## src/rtl/ppmc_pkg.sv

```systemverilog
package ppmc_pkg;

  // Mode codes, as reported in the mode field of a result.
  localparam logic [3:0] MODE_IDLE    = 4'd0;
  localparam logic [3:0] MODE_IDLE_SW = 4'd1;
  localparam logic [3:0] MODE_CV      = 4'd2;
  localparam logic [3:0] MODE_CV_SW   = 4'd3;
  localparam logic [3:0] MODE_CC      = 4'd4;
  localparam logic [3:0] MODE_CC_SW   = 4'd5;
  localparam logic [3:0] MODE_OVP     = 4'd6;
  localparam logic [3:0] MODE_OCP     = 4'd7;
  localparam logic [3:0] MODE_SCP     = 4'd8;
  localparam logic [3:0] MODE_OTP     = 4'd9;
  localparam logic [3:0] MODE_OPP     = 4'd10;
  localparam logic [3:0] MODE_LOCK    = 4'd11;

  // Event codes.
  localparam logic [3:0] EV_NONE = 4'd0;
  localparam logic [3:0] EV_SCP  = 4'd1;
  localparam logic [3:0] EV_OCP  = 4'd2;
  localparam logic [3:0] EV_OVP  = 4'd3;
  localparam logic [3:0] EV_OTP  = 4'd4;
  localparam logic [3:0] EV_OPP  = 4'd5;
  localparam logic [3:0] EV_CC   = 4'd6;
  localparam logic [3:0] EV_IDLE = 4'd7;
  localparam logic [3:0] EV_CV   = 4'd8;

  // Item kinds.
  localparam logic [1:0] ACT_SAMPLE = 2'd0;
  localparam logic [1:0] ACT_TICK   = 2'd1;
  localparam logic [1:0] ACT_FORCE  = 2'd2;
  localparam logic [1:0] ACT_NOP    = 2'd3;

  // Register indexes (byte address divided by four).
  localparam logic [2:0] REG_SYSTEM_ENABLE     = 3'd0;
  localparam logic [2:0] REG_VOLTAGE_SETPOINT  = 3'd1;
  localparam logic [2:0] REG_CURRENT_SETPOINT  = 3'd2;
  localparam logic [2:0] REG_POWER_LIMIT       = 3'd3;
  localparam logic [2:0] REG_TEMPERATURE_LIMIT = 3'd4;

  localparam logic [17:0]        POWER_LIMIT_RESET = 18'd160000;
  localparam logic signed [11:0] TEMP_LIMIT_RESET  = 12'sd600;

  typedef struct packed {
    logic               system_enable;
    logic [15:0]        voltage_setpoint;
    logic [15:0]        current_setpoint;
    logic [17:0]        power_limit;
    logic signed [11:0] temperature_limit;
  } ppmc_cfg_t;

  typedef struct packed {
    logic       tripped;
    logic [3:0] event_code;
    logic [3:0] mode;
  } ppmc_res_t;

endpackage

```

## src/rtl/power_protection_mode_controller.sv

```systemverilog
// Protection and mode supervisor for a digital buck-boost supply. Each input
// transfer is one item: the kind (tuser) selects a sample check, a mode tick,
// a forced mode write or no operation, and every item yields exactly one
// result transfer carrying the trip flag, an event code and the mode after the
// item. The block takes one item per clock cycle while the result stream does
// not stall; a result passes through two register stages, the input register
// and then the result register. The mode register is read and written while
// an item sits between them, so the next item always sees the updated mode
// and the rate stays at one item per cycle.
// The registers (enable, voltage and current setpoints, power and temperature
// limits) sit on an APB-style port and should only be written while no item
// is in flight.
module power_protection_mode_controller
  import ppmc_pkg::*;
(
  input  logic        clk_i,
  input  logic        rst_ni,
  // Input stream.
  input  logic        s_axis_tvalid,
  output logic        s_axis_tready,
  // tdata, from bit 0: vout_sample[15:0], iout_sample[31:16], pout_sample[49:32],
  // temperature_sample[61:50], current_loop_active[62], forced_mode[66:63], zero fill.
  input  logic [71:0] s_axis_tdata,
  // tuser: action[1:0].
  input  logic [1:0]  s_axis_tuser,
  // Result stream.
  output logic        m_axis_tvalid,
  input  logic        m_axis_tready,
  // tdata, from bit 0: tripped[0], event_code[4:1], mode[8:5], zero fill.
  output logic [15:0] m_axis_tdata,
  // Configuration port.
  input  logic        psel,
  input  logic        penable,
  input  logic        pwrite,
  input  logic [4:0]  paddr,
  input  logic [31:0] pwdata,
  output logic [31:0] prdata,
  output logic        pready
);

  ppmc_cfg_t cfg;

  // Input register stage.
  logic               in_valid_q;
  logic [1:0]         action_q;
  logic [15:0]        vout_q;
  logic [15:0]        iout_q;
  logic [17:0]        pout_q;
  logic signed [11:0] temp_q;
  logic               loop_q;
  logic [3:0]         forced_q;

  // Result register stage.
  logic      out_valid_q;
  ppmc_res_t res_q;
  ppmc_res_t res;

  logic [3:0] fault;
  logic       advance;
  logic       step;

  // The whole pipe moves whenever the result register is free or being taken.
  // An empty input register may always be filled.
  assign advance       = !out_valid_q || m_axis_tready;
  assign step          = in_valid_q && advance;
  assign s_axis_tready = advance || !in_valid_q;

  always_ff @(posedge clk_i or negedge rst_ni) begin
    if (!rst_ni) begin
      in_valid_q <= 1'b0;
    end else if (s_axis_tready) begin
      in_valid_q <= s_axis_tvalid;
    end
  end

  always_ff @(posedge clk_i) begin
    if (s_axis_tready && s_axis_tvalid) begin
      action_q <= s_axis_tuser;
      vout_q   <= s_axis_tdata[15:0];
      iout_q   <= s_axis_tdata[31:16];
      pout_q   <= s_axis_tdata[49:32];
      temp_q   <= $signed(s_axis_tdata[61:50]);
      loop_q   <= s_axis_tdata[62];
      forced_q <= s_axis_tdata[66:63];
    end
  end

  ppmc_cfg_regs u_cfg (
    .clk_i   (clk_i),
    .rst_ni  (rst_ni),
    .psel    (psel),
    .penable (penable),
    .pwrite  (pwrite),
    .paddr   (paddr),
    .pwdata  (pwdata),
    .prdata  (prdata),
    .pready  (pready),
    .cfg_o   (cfg)
  );

  ppmc_fault_check u_fault (
    .cfg_i   (cfg),
    .vout_i  (vout_q),
    .iout_i  (iout_q),
    .pout_i  (pout_q),
    .temp_i  (temp_q),
    .fault_o (fault)
  );

  ppmc_mode_fsm u_fsm (
    .clk_i         (clk_i),
    .rst_ni        (rst_ni),
    .step_i        (step),
    .action_i      (action_q),
    .loop_active_i (loop_q),
    .forced_mode_i (forced_q),
    .fault_i       (fault),
    .res_o         (res)
  );

  always_ff @(posedge clk_i or negedge rst_ni) begin
    if (!rst_ni) begin
      out_valid_q <= 1'b0;
    end else if (advance) begin
      out_valid_q <= in_valid_q;
    end
  end

  always_ff @(posedge clk_i) begin
    if (step) begin
      res_q <= res;
    end
  end

  assign m_axis_tvalid = out_valid_q;
  assign m_axis_tdata  = {7'd0, res_q.mode, res_q.event_code, res_q.tripped};

  a_trip_has_fault_code: assert property (@(posedge clk_i) disable iff (!rst_ni)
    out_valid_q |-> (res_q.tripped ==
      ((res_q.event_code >= EV_SCP) && (res_q.event_code <= EV_OPP))))
    else $error("trip flag and event code disagree");

  a_stalled_item_kept: assert property (@(posedge clk_i) disable iff (!rst_ni)
    in_valid_q && !advance |=> in_valid_q)
    else $error("an item in the input register was dropped during a stall");

  a_result_mode_legal: assert property (@(posedge clk_i) disable iff (!rst_ni)
    out_valid_q |-> (res_q.mode <= MODE_LOCK))
    else $error("result carries an undefined mode code");

endmodule

```

## src/rtl/ppmc_cfg_regs.sv

```systemverilog
module ppmc_cfg_regs
  import ppmc_pkg::*;
(
  input  logic        clk_i,
  input  logic        rst_ni,
  input  logic        psel,
  input  logic        penable,
  input  logic        pwrite,
  input  logic [4:0]  paddr,
  input  logic [31:0] pwdata,
  output logic [31:0] prdata,
  output logic        pready,
  output ppmc_cfg_t   cfg_o
);

  ppmc_cfg_t cfg_q;
  logic      wr_en;

  assign pready = 1'b1;
  assign wr_en  = psel && penable && pwrite;
  assign cfg_o  = cfg_q;

  always_ff @(posedge clk_i or negedge rst_ni) begin
    if (!rst_ni) begin
      cfg_q.system_enable     <= 1'b0;
      cfg_q.voltage_setpoint  <= 16'd0;
      cfg_q.current_setpoint  <= 16'd0;
      cfg_q.power_limit       <= POWER_LIMIT_RESET;
      cfg_q.temperature_limit <= TEMP_LIMIT_RESET;
    end else if (wr_en) begin
      case (paddr[4:2])
        REG_SYSTEM_ENABLE:     cfg_q.system_enable     <= pwdata[0];
        REG_VOLTAGE_SETPOINT:  cfg_q.voltage_setpoint  <= pwdata[15:0];
        REG_CURRENT_SETPOINT:  cfg_q.current_setpoint  <= pwdata[15:0];
        REG_POWER_LIMIT:       cfg_q.power_limit       <= pwdata[17:0];
        REG_TEMPERATURE_LIMIT: cfg_q.temperature_limit <= $signed(pwdata[11:0]);
        default: ;
      endcase
    end
  end

  always_comb begin
    case (paddr[4:2])
      REG_SYSTEM_ENABLE:     prdata = {31'd0, cfg_q.system_enable};
      REG_VOLTAGE_SETPOINT:  prdata = {16'd0, cfg_q.voltage_setpoint};
      REG_CURRENT_SETPOINT:  prdata = {16'd0, cfg_q.current_setpoint};
      REG_POWER_LIMIT:       prdata = {14'd0, cfg_q.power_limit};
      REG_TEMPERATURE_LIMIT: prdata = {20'd0, cfg_q.temperature_limit};
      default:               prdata = 32'd0;
    endcase
  end

endmodule

```

## src/rtl/ppmc_fault_check.sv

```systemverilog
module ppmc_fault_check
  import ppmc_pkg::*;
(
  input  ppmc_cfg_t          cfg_i,
  input  logic [15:0]        vout_i,
  input  logic [15:0]        iout_i,
  input  logic [17:0]        pout_i,
  input  logic signed [11:0] temp_i,
  output logic [3:0]         fault_o
);

  // Margins as exact integer compares on 20-bit products.
  logic [19:0] i_x10, v_x10, iset_x13, iset_x11, vset_x11, vset_x7;

  assign i_x10    = 20'(iout_i) * 20'd10;
  assign v_x10    = 20'(vout_i) * 20'd10;
  assign iset_x13 = 20'(cfg_i.current_setpoint) * 20'd13;
  assign iset_x11 = 20'(cfg_i.current_setpoint) * 20'd11;
  assign vset_x11 = 20'(cfg_i.voltage_setpoint) * 20'd11;
  assign vset_x7  = 20'(cfg_i.voltage_setpoint) * 20'd7;

  always_comb begin
    if (!cfg_i.system_enable) begin
      fault_o = EV_NONE;
    end else if ((i_x10 > iset_x13) && (v_x10 < vset_x7)) begin
      fault_o = EV_SCP;
    end else if (i_x10 > iset_x11) begin
      fault_o = EV_OCP;
    end else if (v_x10 > vset_x11) begin
      fault_o = EV_OVP;
    end else if (temp_i > cfg_i.temperature_limit) begin
      fault_o = EV_OTP;
    end else if (pout_i > cfg_i.power_limit) begin
      fault_o = EV_OPP;
    end else begin
      fault_o = EV_NONE;
    end
  end

endmodule

```

## src/rtl/ppmc_mode_fsm.sv

```systemverilog
module ppmc_mode_fsm
  import ppmc_pkg::*;
(
  input  logic       clk_i,
  input  logic       rst_ni,
  input  logic       step_i,
  input  logic [1:0] action_i,
  input  logic       loop_active_i,
  input  logic [3:0] forced_mode_i,
  input  logic [3:0] fault_i,
  output ppmc_res_t  res_o
);

  logic [3:0] mode_q, mode_d;
  logic       cc_allowed_q, cc_allowed_d;
  logic [3:0] ev;
  logic       trip;

  always_comb begin
    mode_d       = mode_q;
    cc_allowed_d = cc_allowed_q;
    ev           = EV_NONE;
    trip         = 1'b0;
    case (action_i)
      ACT_SAMPLE: begin
        ev   = fault_i;
        trip = (fault_i != EV_NONE);
        case (fault_i)
          EV_SCP:  mode_d = MODE_SCP;
          EV_OCP:  mode_d = MODE_OCP;
          EV_OVP:  mode_d = MODE_OVP;
          EV_OTP:  mode_d = MODE_OTP;
          EV_OPP:  mode_d = MODE_OPP;
          default: ;
        endcase
      end
      ACT_TICK: begin
        case (mode_q)
          MODE_CV: begin
            if (loop_active_i && cc_allowed_q) begin
              cc_allowed_d = 1'b0;
              mode_d       = MODE_CC_SW;
              ev           = EV_CC;
            end
          end
          MODE_CC: begin
            if (!cc_allowed_q && !loop_active_i) begin
              cc_allowed_d = 1'b1;
              mode_d       = MODE_CV_SW;
            end
          end
          MODE_IDLE_SW: begin
            cc_allowed_d = 1'b1;
            mode_d       = MODE_IDLE;
            ev           = EV_IDLE;
          end
          MODE_CC_SW: mode_d = MODE_CC;
          MODE_CV_SW: begin
            mode_d = MODE_CV;
            ev     = EV_CV;
          end
          MODE_OVP, MODE_OCP, MODE_SCP, MODE_OTP, MODE_OPP: mode_d = MODE_LOCK;
          default: ;
        endcase
      end
      ACT_FORCE: begin
        if (forced_mode_i <= MODE_LOCK) begin
          mode_d = forced_mode_i;
        end
      end
      default: ;
    endcase
  end

  always_ff @(posedge clk_i or negedge rst_ni) begin
    if (!rst_ni) begin
      mode_q       <= MODE_IDLE;
      cc_allowed_q <= 1'b1;
    end else if (step_i) begin
      mode_q       <= mode_d;
      cc_allowed_q <= cc_allowed_d;
    end
  end

  assign res_o.tripped    = trip;
  assign res_o.event_code = ev;
  assign res_o.mode       = mode_d;

  a_mode_legal: assert property (@(posedge clk_i) disable iff (!rst_ni)
    mode_q <= MODE_LOCK)
    else $error("mode register holds an undefined code");

  a_trip_enters_fault: assert property (@(posedge clk_i) disable iff (!rst_ni)
    step_i && trip |=> (mode_q >= MODE_OVP) && (mode_q <= MODE_OPP))
    else $error("a trip did not leave the machine in a fault mode");

  a_cc_entry_clears_allow: assert property (@(posedge clk_i) disable iff (!rst_ni)
    step_i && (ev == EV_CC) |=> !cc_allowed_q && (mode_q == MODE_CC_SW))
    else $error("entry to current regulation left the allow flag set");

endmodule

```

## config.mk

```make
export PLATFORM = sky130hd
export DESIGN_NAME = power_protection_mode_controller
export DESIGN_NICKNAME = d
export VERILOG_FILES = /design/src/rtl/ppmc_pkg.sv /design/src/rtl/power_protection_mode_controller.sv /design/src/rtl/ppmc_cfg_regs.sv /design/src/rtl/ppmc_fault_check.sv /design/src/rtl/ppmc_mode_fsm.sv
export SDC_FILE = /design/constraint.sdc
export NUM_CORES = 1
export LEC_CHECK = 0
export CAP_MARGIN = 10
export CORE_MARGIN = 1
export CORE_UTILIZATION = 34
export CTS_CLUSTER_DIAMETER = 80
export DETAILED_ROUTE_END_ITERATION = 10
export DONT_BUFFER_PORTS = 1
export GPL_TIMING_DRIVEN = 0
export PLACE_DENSITY = 0.62
export SLEW_MARGIN = 40
export SYNTH_ARGS = -nofsm -noshare
export SYNTH_HDL_FRONTEND = slang
export SYNTH_SLANG_ARGS = --single-unit
```

## constraint.sdc

```tcl
create_clock -name clk_i -period 5.3 [get_ports clk_i]
set_input_delay 0.265 -clock clk_i [delete_from_list [all_inputs] [get_ports clk_i]]
set_output_delay 0.265 -clock clk_i [all_outputs]
set_load 0.01 [all_outputs]
```

Word level (Yosys, flattened, before mapping)
Index checks and enable logic that the tools add are counted.
{"block": "classes", "n_lt_le_gt_ge": 7, "n_mux": 19, "eq_ne": 23, "n_reduce_logical": 24, "multipliers": 6}
{"operator": "$pmux W18 S5", "count": 1}
{"operator": "$gt A20 B20 Y1", "count": 3}
{"operator": "$mul A16 B4 Y20 const B", "count": 3}
{"operator": "$mul A16 B3 Y19 const B", "count": 3}
{"operator": "$mux W4", "count": 8}
{"operator": "$eq A4 B3 Y1 const B", "count": 6}
{"operator": "$pmux W4 S3", "count": 2}
{"operator": "$pmux W4 S6", "count": 1}
{"operator": "$lt A20 B19 Y1", "count": 1}
{"operator": "$pmux W4 S5", "count": 1}
{"operator": "$gt A18 B18 Y1", "count": 1}
{"operator": "$eq A4 B2 Y1 const B", "count": 4}
{"operator": "$eq A4 B4 Y1 const B", "count": 3}
{"operator": "$gt A12 B12 Y1", "count": 1}
{"operator": "$reduce_and A2 Y1", "count": 5}
{"operator": "$eq A4 B1 Y1 const B", "count": 2}
{"operator": "$pmux W4 S2", "count": 1}
{"operator": "$logic_and A1 B1 Y1", "count": 7}
{"operator": "$eq A3 B2 Y1 const B", "count": 2}
{"operator": "$mux W3", "count": 2}
{"operator": "$reduce_and A5 Y1", "count": 1}
{"operator": "$reduce_or A5 Y1", "count": 1}
{"operator": "$le A4 B4 Y1 const B", "count": 1}
{"operator": "$logic_not A1 Y1", "count": 4}
{"operator": "other kinds (12)", "count": 15}
{"block": "word_totals", "inputBits": 118, "out_inout_bits": 51, "wordCells": 98, "reg_bits": 148}

Depth between registers and ports, before layout
Gate-level depths: netlist (run 1).
{"block": "logic_depth", "word_depth": 10, "ltp_mapped": 26, "ltp_nobuf": 26}

Modules after synthesis
Synthesis (run 1) repeated with hierarchy kept, for this count alone.
{"block": "hier_totals", "cells_unflattened": 1564, "area_unflattened_um2": 15364.7}
{"mod": "ppmc_fault_check", "cells_each": 1138, "seq_area_each_um2": 0.0, "area_per_inst_um2": 9093.7, "n_inst": 1}
{"mod": "ppmc_cfg_regs", "cells_each": 222, "seq_area_each_um2": 1587.8, "area_per_inst_um2": 3021.6, "n_inst": 1}
{"mod": "power_protection_mode_controller", "cells_each": 94, "seq_area_each_um2": 2392.3, "area_per_inst_um2": 2502.4, "n_inst": 1}
{"mod": "ppmc_mode_fsm", "cells_each": 110, "seq_area_each_um2": 126.4, "area_per_inst_um2": 747.0, "n_inst": 1}

Least setup slack after synthesis (run 1)
OpenSTA, ideal clock, no wires.
{"block": "synth_path", "path_kind": "register -> register", "from": "register u_cfg.cfg_q (netlist bit u_cfg.cfg_o[48])", "to": "register res_q (netlist bit m_axis_tdata[6]), data pin", "n_path_buf": 0, "period_less_slack_ns": 5.864, "setup_time_ns": 0.256, "arrival_time_ns": 5.608, "stages_incl_launch_ff": 23, "path_slack_ns": -0.564, "cell_sequence": "dfrtp_1 > fa_1 > ha_1 > fa_1 > a21o_1 > a21oi_1 > nand2b_1 > a21oi_1 > a41oi_1 > a21oi_1 > a311o_1 > xnor2_1 > ha_1 > a211o_1 > a211o_1 > a2111oi_4 > a211oi_2 > or3_4 > and4_4 > ha_1 > o31ai_2 > o21a_1 > o22a_1"}
{"item": "start, declared", "line": "ppmc_cfg_regs.sv:16", "rtl": "ppmc_cfg_t cfg_q;"}
{"item": "end signal, assigned", "line": "power_protection_mode_controller.sv:131", "rtl": "res_q <= res;"}
{"item": "end, declared", "line": "power_protection_mode_controller.sv:55", "rtl": "ppmc_res_t res_q;"}

==> out/qor.txt, run 1 <==
most frequent cells after synthesis -> 282 x ha_1, 251 x inv_1, 125 x nand2_1
end of the worst register-to-register path -> m_axis_tdata[6]
Cells after Synth -> 1,634
number of clock buffers inserted by TritonCTS -> 17
Final nets -> 2,263
master cell of the clock root buffer -> clkbuf_16
site row count -> 77
height of the die -> 213 µm
Synth warnings -> 0
dominant cells by area after synthesis -> ha_1 23%, edfxtp_1 15%, dfrtp_1 9.9%
type of element capturing the critical path -> flip-flop
post-synthesis cell type with the largest combined area -> ha_1
Final period util -> 114%
worst endpoint required time -> 5500 ps
clk buf depth -> 2
HPWL after detailed placement -> 30,600 µm
CP arrival -> 6230 ps
Die W -> 213 µm
Setup Skew -> 11.2 ps
Fmax -> 166 MHz
grt total ovfl -> 0
number of search-and-repair iterations in the first detailed-routing pass -> 5
count of fill cells added during filler insertion -> 4,415
Critical R2R Launch -> u_cfg.cfg_o[33]
Async S/R FF share, synth -> 47.3%
logic depth of the worst register-to-register path -> 25
global-route wire length before repair -> 61,800 µm
end point of the critical path -> m_axis_tdata[6]
final weighted congestion in routability-driven placement -> 0.954
run status -> finished with violations
critical-path maximum fanout -> 5
core region area -> 44,100 µm²
clock network latency to the later pin of the worst-skew pair -> 460 ps
violations in the final reports -> setup timing
Buffers on Ports -> 0
number of antenna-violating nets in the routed design -> 0
Layout area overhead -> 20.8%
CTS sink count -> 148
max-slew headroom at the worst pin -> 43.9%
cell area after layout -> 18,300 µm²
clock input transition at the sequential cells of the worst setup and hold paths -> 70 ps
total setup violations reported at the end of the flow -> 12
portion of synthesized cell area occupied by the leading cell type -> 23.2%
synthesized area per cell -> 9.30 µm²
average vias per placed instance -> 5.08
initial antenna violation count -> 1
routed vias -> 12,200
netlist area before placement -> 15,200 µm²
Routed Wire Length -> 39,200 µm
most instantiated library cell after synthesis -> ha_1
H-tree lvl count -> 4
total power after layout -> 12.3 mW
all-layer global routing usage -> 17.4%
number of design rule violations left after detail routing -> 0
sort of element at the start of the critical path -> flip-flop
Pwr per Cell Area -> 671 nW/µm²
critical path launch point -> u_cfg.cfg_o[33]
max cap viols -> 0
worst hold slack -> 113 ps
Seq/Total Area, Yosys -> 27.0%
dpl cells -> 2,247
routed len/inst -> 16.3 µm
vias in the first global route -> 12,100
Post-synth EDFFs -> 78
unique cell type count in the Yosys netlist -> 79
share of the core filled with cells -> 41.6%
slew at the pin closest to its max-slew limit -> 834 ps
TritonCTS clock tree -> yes
flip-flop and latch count after synthesis -> 148
setup slack of the most critical reg-to-reg path -> -730 ps
worst slack after detailed placement -> -1490 ps
hold violation total from the final report -> 0
fraction of layout cells with a size suffix above 1 -> 12.1%
pin count of the biggest net entering global routing -> 71
maximum ir drop on the vdd rail -> 0.349 mV
Inserted Diodes -> 0
static leakage power -> 8.49 nW
post-layout instance count excluding filler cells -> 2,410
time the worst path needs with I/O delays and setup -> 6030 ps
initial cell density of the core -> 34.4%
setup repair after global routing missed its margin -> true
sum of negative setup slack -> -5890 ps
Hold/Removal Path Class -> input pin to flip-flop
overall die area -> 45,500 µm²
slack of the critical path -> -729 ps
count of final max-slew check failures -> 0
most frequently used flop master after synthesis -> edfxtp_1
DP Area -> 16,200 µm²
type of the worst setup path -> flip-flop to flip-flop
count of routing violations after the opening detailed-route iteration -> 608
I/O pin cnt -> 169
[report_power, final]
part	internal, mW	total (mW)	leakage [nW]	switching (mW)
Clock	0.622	1.23	0.278	0.603
Sequential	1.43	1.66	1.54	0.230
Combinational	4.16	9.43	6.67	5.26
[area by class of cell]
class                   instances  area, µm²  area share, %
plain buffers                  52        278           1.51
clock inverters                15        144          0.784
inverters                     252        946           5.16
flip-flops and latches        148       4130           22.5
clock buffers                  17        425           2.32
repair buffers                132       1270           6.91
well taps                     592        741           4.04
multi-input cells            1202      10400           56.8
[per-layer routing]
metal / part of all wire [%] / vias up / track usage, %
met5: 0.033 / - / 0
met4: 1.8 / 2 / 4.70
met3: 4.0 / 52 / 3.21
met2: 51 / 223 / 31.0
met1: 43 / 5896 / 21.4
li1: - / 6070 / -
[flip-flops by register name, indices dropped and copies added, names as in the netlist]
name                flops
in_valid_q              1
m_axis_tdata            9
u_fsm.mode_q            4
m_axis_tvalid           1
forced_q                4
action_q                2
vout_q                 16
u_fsm.cc_allowed_q      1
loop_q                  1
pout_q                 18
iout_q                 16
u_cfg.cfg_o            63
temp_q                 12
[what timing repair did]
item,4_1_cts,5_1_grt
setup buffers,29,11
hold buffers,91,0
hold endpoints to repair,204,0
gates cloned,0,0
setup endpoints to repair,12,12
pin swaps,23,20
resized for setup,52,22
[cell families after synthesis]
| family | count (synthesis) | synth area share [%] |
|---|---|---|
| AO/OA/AOI/OAI | 400 | 17.1 |
| XOR/XNOR | 75 | 4.32 |
| adder cells (fa/ha/maj) | 340 | 30.9 |
| buffers and inverters | 304 | 8.06 |
| flip-flops | 148 | 27.0 |
| multiplexers | 18 | 1.30 |
| other | 2 | 0.0494 |
| AND/OR/NAND/NOR | 347 | 11.3 |
[critical path, cell delays in order (launching register included)]
cell      delay, ps
dfrtp_2         490
ha_4            290
inv_2            30
fa_1            490
inv_2            50
ha_4            230
nor2b_4         120
o31a_1          300
o211ai_1        220
a21oi_1         120
nand3b_1        220
and3_4          190
o211a_1         230
a311oi_2        210
ha_1            190
nand3_2         100
nor3_2          230
nand2_2         100
o21a_4          240
or3_1           320
or3_4           350
and4_4          200
ha_4            320
o31ai_4         100
o21a_1          220
o22a_1          210
[layout by cell type (no fill, tap or decap), types with 17 or more instances in the layout]
cell type	instances
xnor2_1	40
nand2_1	123
nand2b_1	17
clkbuf_1	29
o21ai_0	105
dfrtp_1	45
conb_1	22
a21oi_1	82
clkbuf_16	17
nor2_1	56
buf_4	59
nand4_1	18
fa_1	55
dlygate4sd3_1	90
edfxtp_1	78
nand3_1	20
xor2_1	34
inv_1	249
a21o_1	32
nor3_1	22
ha_1	271
[worst min path at each step]
stage / startpoint / endpoint / depth (start not counted)
finish: m_axis_tready / in_valid_q / 2
global route: m_axis_tready / in_valid_q / 2
CTS: m_axis_tready / in_valid_q / 2
detailed placement: rst_ni / m_axis_tvalid / 0
global placement: rst_ni / in_valid_q / 0
floorplan: rst_ni / in_valid_q / 0
Note: power is estimated with default switching activity, not from simulation.
==> run 2, diff against run 1 <==
--- a/config.mk
+++ b/config.mk
@@ -13,6 +13,7 @@
 export DONT_BUFFER_PORTS = 1
 export GPL_TIMING_DRIVEN = 0
 export PLACE_DENSITY = 0.62
+export RECOVER_POWER = 50
 export SLEW_MARGIN = 40
 export SYNTH_ARGS = -nofsm -noshare
 export SYNTH_HDL_FRONTEND = slang
==> run 2 against run 1 <==
  * The run ends with capacitance limit, slew limit, setup timing left
  * Critical path depth is the same
  * Sequential cell count is the same
  * Design area shrank 0.13%
  * Via count grew 0.28%
  * Final cell count is the same
==> out/qor.txt, run 2 (same netlist as run 1, synthesis figures left out) <==
run status -> finished with violations
violations in the final reports -> capacitance limit, slew limit, setup timing
CP arrival -> 6230 ps (about the same)
fraction of layout cells with a size suffix above 1 -> 12.0% (-0.055 points)
Pwr per Cell Area -> 672 nW/µm² (+0.12%)
overall die area -> 45,500 µm² (unchanged)
hold violation total from the final report -> 0 (unchanged)
switching component of the power -> 6.10 mW (about the same)
number of search-and-repair iterations in the first detailed-routing pass -> 5 (unchanged)
number of antenna-violating nets in the routed design -> 0 (unchanged)
routed vias -> 12,300 (+0.28%)
worst hold slack -> 110 ps (-2.19 ps)
delay-heaviest family, CP -> compound AO/OA/AOI/OAI gates
clock input transition at the sequential cells of the worst setup and hold paths -> 70 ps (about the same)
setup repair after global routing missed its margin -> true
count of fill cells added during filler insertion -> 4,418 (+0.068%)
max-slew headroom at the worst pin -> -163% (-210 points)
combinational share of power -> 76.5% (about the same)
end point of the critical path -> m_axis_tdata[6]
Die W -> 213 µm (unchanged)
total power after layout -> 12.3 mW (about the same)
most frequent cells in the layout -> 271 x ha_1, 249 x inv_1, 123 x nand2_1, 105 x o21ai_0, 90 x dlygate4sd3_1
slew at the pin closest to its max-slew limit -> 3940 ps (+3110 ps)
cell type with the highest occurrence count on the critical path -> ha_4
CTS sink count -> 148 (unchanged)
initial cell density of the core -> 34.4% (unchanged)
max cap viols -> 1 (+1)
pin count of the biggest net entering global routing -> 71 (unchanged)
global-route wire length before repair -> 61,800 µm (unchanged)
static leakage power -> 8.48 nW (-0.14%)
Buffers on Ports -> 0 (unchanged)
sequential fraction of design power -> 13.5% (about the same)
setup slack of the most critical reg-to-reg path -> -730 ps (about the same)
crit-path max cell delay -> 490 ps (about the same)
post-layout instance count excluding filler cells -> 2,410 (unchanged)
logic depth of the worst register-to-register path -> 25 (unchanged)
I/O pin cnt -> 169 (unchanged)
number of design rule violations left after detail routing -> 0 (unchanged)
worst endpoint required time -> 5500 ps (about the same)
height of the die -> 213 µm (unchanged)
Critical R2R Launch -> u_cfg.cfg_o[33]
type of element capturing the critical path -> flip-flop
all-layer global routing usage -> 17.4% (unchanged)
H-tree lvl count -> 4 (unchanged)
Levels on crit path -> 25 (unchanged)
final weighted congestion in routability-driven placement -> 0.954 (unchanged)
library cell contributing the largest single delay on the critical path -> dfrtp_2
total setup violations reported at the end of the flow -> 12 (unchanged)
Final period util -> 114% (about the same)
type of the worst setup path -> flip-flop to flip-flop
average vias per placed instance -> 5.09 (+0.28%)
HPWL after detailed placement -> 30,600 µm (unchanged)
sum of negative setup slack -> -5910 ps (-20.7 ps)
share of the core filled with cells -> 41.5% (-0.054 points)
number of clock buffers inserted by TritonCTS -> 17 (unchanged)
internal power of the cells -> 6.22 mW (about the same)
flip-flop count of the largest register, all copies and words added -> 63 (unchanged)
Setup Skew -> 11.0 ps (-0.211 ps)
Fmax -> 166 MHz (about the same)
switching power as a share of total power -> 49.5% (about the same)
sort of element at the start of the critical path -> flip-flop
critical path launch point -> u_cfg.cfg_o[33]
time the worst path needs with I/O delays and setup -> 6030 ps (+2.06 ps)
worst path buffer plus inverter count -> 2 (unchanged)
TritonCTS clock tree -> yes
routed len/inst -> 16.3 µm (+0.23%)
most common cell after layout, fill and taps aside -> ha_1
dpl cells -> 2,247 (unchanged)
core region area -> 44,100 µm² (unchanged)
Inserted Diodes -> 0 (unchanged)
Layout area overhead -> 20.6%
master cell of the clock root buffer -> clkbuf_16
initial antenna violation count -> 1 (unchanged)
count of final max-slew check failures -> 71 (+71)
Routed Wire Length -> 39,300 µm (+0.23%)
count of routing violations after the opening detailed-route iteration -> 600 (-1.3%)
critical-path maximum fanout -> 5 (unchanged)
Hold/Removal Path Class -> input pin to flip-flop
clock network latency to the later pin of the worst-skew pair -> 460 ps (about the same)
site row count -> 77 (unchanged)
vias in the first global route -> 12,100 (unchanged)
Final nets -> 2,263 (unchanged)
grt total ovfl -> 0 (unchanged)
end of the worst register-to-register path -> m_axis_tdata[6]
slack of the critical path -> -732 ps (-2.06 ps)
maximum ir drop on the vdd rail -> 0.350 mV (+0.34%)
Clk network pwr share -> 10.0% (about the same)
clk buf depth -> 2 (unchanged)
run 2: power by group through the flow:
stage | combinational [mW] | clock, mW | sequential [mW]
CTS | 9.14 | 1.25 | 1.67
global placement | 8.07 | 0 | 1.70
detailed placement | 8.30 | 0 | 1.71
global route | 10.6 | 1.29 | 1.69
finish | 9.42 | 1.23 | 1.66
floorplan | 6.49 | 0 | 1.61
run 2: area by class of cell:
| type | count | area [µm²] | share of cell area, % |
|---|---|---|---|
| Timing Repair Buffer | 132 | 1240 | 6.79 |
| Inverter | 252 | 946 | 5.16 |
| Clock buffer | 17 | 425 | 2.32 |
| Buffer | 52 | 278 | 1.52 |
| Multi-Input combinational cell | 1202 | 10400 | 56.9 |
| Sequential cell | 148 | 4130 | 22.5 |
| Clock inverter | 15 | 144 | 0.785 |
| Tap cell | 592 | 741 | 4.04 |
run 2: routing by layer:
layer / vias to the layer above / part of all wire (%) / GRT usage, %
met5: - / 0.033 / 0
met4: 2 / 1.9 / 4.70
met3: 55 / 4.0 / 3.21
met2: 225 / 51 / 31.0
met1: 5928 / 43 / 21.4
li1: 6067 / - / -
run 2: worst min-delay path by stage:
stage | from | endpoint | slack (ps) | cells past startpoint
2_1_floorplan | rst_ni | in_valid_q | -30 | 0
3_3_place_gp | rst_ni | in_valid_q | -30 | 0
3_5_place_dp | rst_ni | m_axis_tvalid | -30 | 0
4_1_cts | m_axis_tready | in_valid_q | 80 | 2
5_1_grt | m_axis_tready | in_valid_q | 100 | 2
6_report | m_axis_tready | in_valid_q | 110 | 2
run 2: metrics by stage:
stage | setup slack (ps) | cell area [µm²]
finish | -732 | 18300
global route | -914 | 18300
CTS | -663 | 18100
detailed placement | -1490 | 16200
global placement | -1480 | 16100
floorplan | -116 | 15400
run 2: repair_timing:
item	CTS	global route
cloned	0	0
gates resized for setup	52	22
hold buffers	91	0
setup endpoints to repair	12	12
pin swaps	23	20
hold endpoints to repair	204	0
setup buffers	29	11
